File: src/rtl/core/bcfd_pkg.sv
`timescale 1ns / 1ps
// ----------------------------------------------------------------------------
// bcfd_pkg
// shared types, constants and the log table of the box-counting dimension unit
// ----------------------------------------------------------------------------
package bcfd_pkg;

  localparam int unsigned SAMPLE_W    = 32;
  localparam int unsigned DIM_W       = 17;
  localparam int unsigned BIN_W       = 3;
  localparam int unsigned BIN_COUNT   = 8;
  localparam int unsigned CNT_W       = 4;
  localparam int unsigned WIN_W       = 10;
  localparam int unsigned WIN_RESET   = 256;
  localparam int unsigned SEEN_W      = 16;
  localparam int unsigned MIN_SEEN    = 4;
  localparam int unsigned MIN_SAMPLES = 16;
  localparam int unsigned COARSE_W    = 2;

  // quantiser control and status
  typedef struct packed {
    logic start;
  } bin_ctrl_t;

  typedef struct packed {
    logic             done;
    logic [BIN_W-1:0] bin;
  } bin_stat_t;

  // round(65536 * log4(k)), zero for k of zero
  function automatic logic [DIM_W-1:0] log4_q16(input logic [CNT_W-1:0] k);
    logic [DIM_W-1:0] r;
    unique case (k)
      4'd2:    r = 17'd32768;
      4'd3:    r = 17'd51936;
      4'd4:    r = 17'd65536;
      4'd5:    r = 17'd76085;
      4'd6:    r = 17'd84704;
      4'd7:    r = 17'd91991;
      4'd8:    r = 17'd98304;
      default: r = '0;
    endcase
    return r;
  endfunction

  function automatic logic [CNT_W-1:0] count_bins(input logic [BIN_COUNT-1:0] m);
    logic [CNT_W-1:0] c;
    c = '0;
    for (int i = 0; i < BIN_COUNT; i++) begin
      c = c + CNT_W'(m[i]);
    end
    return c;
  endfunction

endpackage

File: src/rtl/core/bcfd_bin_unit.sv
`timescale 1ns / 1ps
// ----------------------------------------------------------------------------
// bcfd_bin_unit
// iterative bin quantiser: one subtract, then three restoring division steps
// ----------------------------------------------------------------------------
module bcfd_bin_unit (
  input  logic                                 clk_i,
  input  logic                                 rst_ni,
  input  bcfd_pkg::bin_ctrl_t                  ctrl_i,
  input  logic [bcfd_pkg::SAMPLE_W-1:0]        sample_i,
  input  logic [bcfd_pkg::SAMPLE_W-1:0]        min_i,
  input  logic [bcfd_pkg::SAMPLE_W-1:0]        span_i,
  output bcfd_pkg::bin_stat_t                  stat_o
);

  localparam int unsigned SW = bcfd_pkg::SAMPLE_W;

  logic [SW-1:0] rem_q, rem_d;
  logic [1:0]    quo_q, quo_d;
  logic [1:0]    step_q, step_d;
  logic          busy_q, busy_d;
  logic [SW:0]   dbl;
  logic [SW:0]   trial;
  logic          ge;

  // remainder stays at most span, and doubling it fits one extra bit
  assign dbl   = {rem_q, 1'b0};
  assign trial = dbl - {1'b0, span_i};
  assign ge    = dbl >= {1'b0, span_i};

  always_comb begin
    rem_d  = rem_q;
    quo_d  = quo_q;
    step_d = step_q;
    busy_d = busy_q;
    if (ctrl_i.start) begin
      rem_d  = sample_i - min_i;
      quo_d  = '0;
      step_d = '0;
      busy_d = 1'b1;
    end else if (busy_q) begin
      rem_d  = ge ? trial[SW-1:0] : dbl[SW-1:0];
      quo_d  = {quo_q[0], ge};
      step_d = step_q + 2'd1;
      if (step_q == 2'd2) begin
        busy_d = 1'b0;
      end
    end
  end

  always_ff @(posedge clk_i or negedge rst_ni) begin
    if (!rst_ni) begin
      busy_q <= 1'b0;
      step_q <= '0;
    end else begin
      busy_q <= busy_d;
      step_q <= step_d;
    end
  end

  always_ff @(posedge clk_i) begin
    rem_q <= rem_d;
    quo_q <= quo_d;
  end

  // a value equal to span comes out as all ones, which is the clamp
  assign stat_o.done = busy_q && (step_q == 2'd2);
  assign stat_o.bin  = {quo_q, ge};

endmodule

File: config.mk
export PLATFORM = sky130hd
export DESIGN_NAME = bcfd_bin_unit
export DESIGN_NICKNAME = d
export VERILOG_FILES = /design/src/rtl/core/bcfd_pkg.sv /design/src/rtl/core/bcfd_bin_unit.sv
export SDC_FILE = /design/constraint.sdc
export NUM_CORES = 1
export LEC_CHECK = 0
export BUFFER_PORTS_ARGS = -buffer_cell sky130_fd_sc_hd__buf_2
export CAP_MARGIN = 40
export CORE_MARGIN = 2
export CORE_UTILIZATION = 60
export CTS_BUF_LIST = sky130_fd_sc_hd__clkbuf_4 sky130_fd_sc_hd__clkbuf_8 sky130_fd_sc_hd__clkbuf_16
export CTS_CLUSTER_SIZE = 14
export DETAILED_ROUTE_END_ITERATION = 6
export PLACE_DENSITY = 0.94
export SYNTH_ARGS = -nofsm -noshare
export SYNTH_HDL_FRONTEND = slang
export SYNTH_SLANG_ARGS = --single-unit
export TNS_END_PERCENT = 1
File: constraint.sdc
create_clock -name clk_i -period 8.8 [get_ports clk_i]
set_input_delay 1.32 -clock clk_i [delete_from_list [all_inputs] [get_ports clk_i]]
set_output_delay 1.32 -clock clk_i [all_outputs]
set_load 0.02 [all_outputs]
== Yosys cells after proc, flatten, opt, wreduce, memory -nomap -nowiden ==
Cells that the tools add are included.

* Memory bits (read-only): 0
* Logic and storage cells: 19
* Memories kept: 0
* Output and inout bits: 4
* Bits in latches: 0
* Flip-flop bits (word level): 37
* Input port bits: 99
* Bits in writable memories: 0

* Multipliers: 0
* Eq/ne operators: 1
* Reduce and logical (&&, ||, !) cells: 2
* Multiplexer cells: 8
* Magnitude comparators: 1
* Shift operators: 0
* $add $sub $neg: 3
* Bitwise logic cells: 0
* Divide/modulo/power cells: 0

{| class="wikitable"
|+ Operators with widths
! operator !! count
|-
| $mux W32 || 3
|-
| $sub A32 B32 Y32 || 2
|-
| $ge A33 B32 Y1 || 1
|-
| $mux W2 || 2
|-
| $mux W1 || 3
|-
| $add A2 B1 Y2 const B || 1
|-
| $eq A2 B2 Y1 const B || 1
|-
| $reduce_bool A2 Y1 || 1
|-
| $logic_and A1 B1 Y1 || 1
|}

== Depth between registers and ports, before layout ==
* Depth after elaboration: 4
* Gate-level depth with buffers: 14
* Gate-level depth less buffers: 13

== Worst setup path before layout ==
No wires, ideal clock.

* Kind: input port to output port
* Start point: input span_i[7] in the netlist's numbering
* End point: output stat_o[0] in the netlist's numbering
* Arrival: 3.404 ns
* Data required time: 7.480 ns
* Buffers on the path: 2
* Stages: 11
* Slack: 4.076 ns
* Path through: inv_1 -> ha_1 -> and2_4 -> a311oi_2 -> a21bo_2 -> a211oi_4 -> o2111ai_4 -> nand2_2 -> inv_2 -> buf_2 -> buf_4

* Word-level cells in the longest chain between the ends: 1

{| class="wikitable"
|+ RTL lines
! item !! RTL line !! source
|-
| from (decl) || bcfd_bin_unit.sv:12 || <nowiki>input logic [bcfd_pkg::SAMPLE_W-1:0] span_i,</nowiki>
|-
| $ge A33 B32 Y1 || bcfd_bin_unit.sv:29 || <nowiki>assign ge = dbl >= {1'b0, span_i};</nowiki>
|-
| to (decl) || bcfd_bin_unit.sv:13 || <nowiki>output bcfd_pkg::bin_stat_t stat_o</nowiki>
|}

Every way passes these cells.

==> impl_metrics.yaml <==
clocking:
  postCtsSetupRepairBufs: 0
  cts.reportedPaths.clkPinSlew_ns: 0.08
  cts_buffers: 5
  cts-resized-gates: 0
  cts_root_buffer: "clkbuf_8"
  cts.sinks: 37
  holdBufCountCts: 0
  cts_tree: "yes"
  cts_buffer_depth: 2
  ctsHtreeMaxLevel: 2
  clk_latency_ns: 0.29
die:
  dieArea_sq_um: 10070
  coreArea_sq_um: 9109
  io_pins: 103
  initial_core_util_pct: 61.14
  die_h_microns: 100.3
  die_w_microns: 100.3
  rows: 35
timing:
  fin_crit_sh_pct: 61.96
  fin_hold_ws_ns: 0.5133
  fin_worst_skew_ns: 0.005398
  layout_min_cycle_time_ns: 5.452
  setup_viol: 0
  rsz0062_at_grt: "no"
  finalSetupTns_ns: 0
  drv_slew: 0
  finalHoldViolCount: 0
  max_freq_mhz: 183.4
  worstMarginPinSlew_ns: 0.6702
  slew_headroom_pct: 54.16
setup_path:
  critPathMaxFanout: 31
  cp.required_ns: 7.48
  worstSetupStartpointType: "input pin"
  crit_chain: "buf_2, inv_1, ha_1, nand2_1, nor3_2, nor3b_1, a31oi_2, o21ai_2, nand2_2, inv_2, buf_2"
  cpMaxStageDelayCell: "inv_2"
  cp_slowest_stage_delay_ns: 0.55
  path_class: "in -> out"
  worstPathArrival_ns: 4.13
  crit_path_end_kind: "primary output"
  cpMostUsedCell: "buf_2"
logic_synthesis:
  ys_types: 73
  synth_area_sq_um: 5569
  synth_nets: 885
  ys_ff_latch: 37
  avgSynthCellArea_sq_um: 7.735
  synth_fa_ha_area_share_pct: 15.10
  yosys-mux-area-fraction_pct: 5.415
  seq_area_frac_synth_pct: 19.32
  synthXorXnorAreaFrac_pct: 8.492
  yosysWarnings: 0
  synth_compound_area_share_pct: 27.01
  synth-simple-area-share_pct: 16.40
  synth_enable_flop_cells: 32
  synth_top_family_by_area: "compound AO/OA/AOI/OAI gates"
  synth_ff_type: "edfxtp_1"
  postSynth.asyncResetShare_pct: 8.108
  syn-instance-count: 720
global_routing:
  grt_pass1_vias: 5416
  track_usage_pct: 30.52
  antenna_found_initial: 0
  grt-ovfl-total: 0
  grt_pass1_wl_microns: 24940
  grt_max_degree: 39
final_layout:
  finalNetCount: 973
  instances_no_fill: 920
  areaGrowthSynthToFinish_pct: 11.97
  final_util_pct: 68.46
  multi_input_area_sq_um: 4033
  drive_gt1_share_pct: 15.45
  register_area_sq_um: 1076
  diodes: 0
  nFillCells: 706
routing:
  drt_iter0_markers: 509
  dr.pass1.iters: 5
  routed_via_density: 6.239
  drc: 0
  wl_microns: 15320
  wire_per_inst_microns: 16.65
  ant_nets: 0
  vias: 5740
power_and_ir_drop:
  p_leak_uw: 0.003103
  ir_drop_v: 0.0001303
  p_per_area_nw_per_um2: 307.8
place:
  hpwl_microns: 11920
  place_inst: 912
  place_congestion: 0.9767
  numPortBuffers: 102
run_status:
  outcome: "finished clean"
run:
  maxCapViolations: 0
min_path:
  hold_class: "reg -> reg"
==> path summary, 6_finish.rpt <==
kind / end / slack [ns] / depth (start not counted) / startpoint
max in group asynchronous: step_q[0] / 7.87 / 1 / rst_ni
max: stat_o[0] / 3.35 / 11 / span_i[12]
min: quo_q[1] / 0.51 / 2 / quo_q[1]
min reg2reg: quo_q[1] / 0.51 / 2 / quo_q[1]
max reg2reg: rem_q[26] / 5.17 / 11 / rem_q[15]
min in group asynchronous: step_q[1] / 0.81 / 1 / rst_ni
==> logic make-up after synthesis <==
family / count (synthesis)
compound gates: 229
fa+ha+maj: 66
flops: 37
xor+xnor: 54
mux: 30
simple gates: 189
buf+inv: 115
==> critical path, delay by kind of cell <==
family | cells | cell delay (ns)
fa+ha+maj | 1 | 0.37
buf+inv | 4 | 0.99
simple gates | 4 | 1.03
compound gates | 2 | 0.40
==> cell usage in the layout (no fill, tap or decap), types with 7 or more instances in the layout <==
| cell | netlist | layout |
|---|---|---|
| nand2_1 | 66 | 66 |
| a31oi_1 | 12 | 12 |
| mux2i_1 | 29 | 29 |
| ha_1 | 64 | 64 |
| nand3_1 | 19 | 19 |
| o21bai_1 | 11 | 11 |
| xnor2_1 | 38 | 38 |
| o21ai_0 | 27 | 27 |
| o211ai_1 | 9 | 9 |
| a21o_1 | 24 | 24 |
| nor3_1 | 12 | 12 |
| nand2b_1 | 10 | 10 |
| o21a_1 | 10 | 10 |
| o21ai_1 | 14 | 14 |
| a21oi_1 | 76 | 76 |
| buf_2 | 5 | 102 |
| nor2b_1 | 7 | 7 |
| inv_1 | 91 | 91 |
| nor2_1 | 36 | 36 |
| edfxtp_1 | 32 | 32 |
| xor2_1 | 16 | 16 |
==> synth_stat cells (3+ instances only) <==
cell	number	area [sq um]
mux2i_1	29	290.3
xnor2_1	38	332.8
clkbuf_1	13	48.80
a21oi_1	76	380.4
o21ai_0	27	135.1
nor4_1	3	18.77
o21a_1	10	75.07
and3_1	6	37.54
nor3_1	12	60.06
o211ai_1	9	67.56
nor3b_1	3	22.52
o2111ai_1	5	43.79
a31oi_1	12	75.07
a221o_1	3	30.03
a211oi_1	6	45.04
and2_1	3	18.77
ha_1	64	800.8
nand2b_1	10	62.56
a21o_1	24	180.2
buf_2	5	25.02
or3_1	5	31.28
o21bai_1	11	82.58
nand4_1	6	37.54
nor2_1	36	135.1
a221oi_1	3	26.28
o22ai_1	3	18.77
dfrtp_1	3	75.07
nand3_1	19	95.09
xor2_1	16	140.1
inv_1	91	341.6
o21ai_1	14	70.07
nor2b_1	7	43.79
nand2_1	66	247.7
edfxtp_1	32	960.9
==> registers in the layout (all words and copies together) (netlist names) <==
name,cells
rem_q,32
quo_q,2
busy_q,1
step_q,2
==> area by class of cell <==
cell class / count / share of cell area (%)
Multi-Input combinational cell: 568 / 64.67
Sequential cell: 37 / 17.26
Timing Repair Buffer: 104 / 8.547
Inverter: 92 / 5.538
Tap cell: 111 / 2.227
Clock buffer: 6 / 1.224
Clock inverter: 2 / 0.5417
==> per-stage QoR <==
step	instance area (sq um)	setup slack, ns	total power [uW]
2_1_floorplan	5569	4.076	1392
3_3_place_gp	6111	3.558	1643
3_5_place_dp	6126	3.406	1694
4_1_cts	6236	3.393	1870
5_1_grt	6236	3.147	2037
6_report	6236	3.348	1920
==> report_power, final <==
group / leakage (uW) / internal [uW] / total [uW] / switching [uW]
clock: 0.0000563 / 86.8 / 149 / 62.1
combinational: 0.00266 / 542 / 1370 / 829
sequential: 0.000388 / 317 / 400 / 82.3
==> routing by layer <==
metal | part of all wire [%] | routed length (microns) | GRT usage, % | vias up
li1 | - | - | - | 2763
met1 | 41 | 6244 | 39.53 | 2591
met2 | 46 | 7098 | 52.61 | 335
met3 | 9.0 | 1382 | 2.994 | 51
met4 | 3.9 | 592 | 11.59 | 0
met5 | 0 | 0 | 0 | -
(Power assumes the default switching activity.)
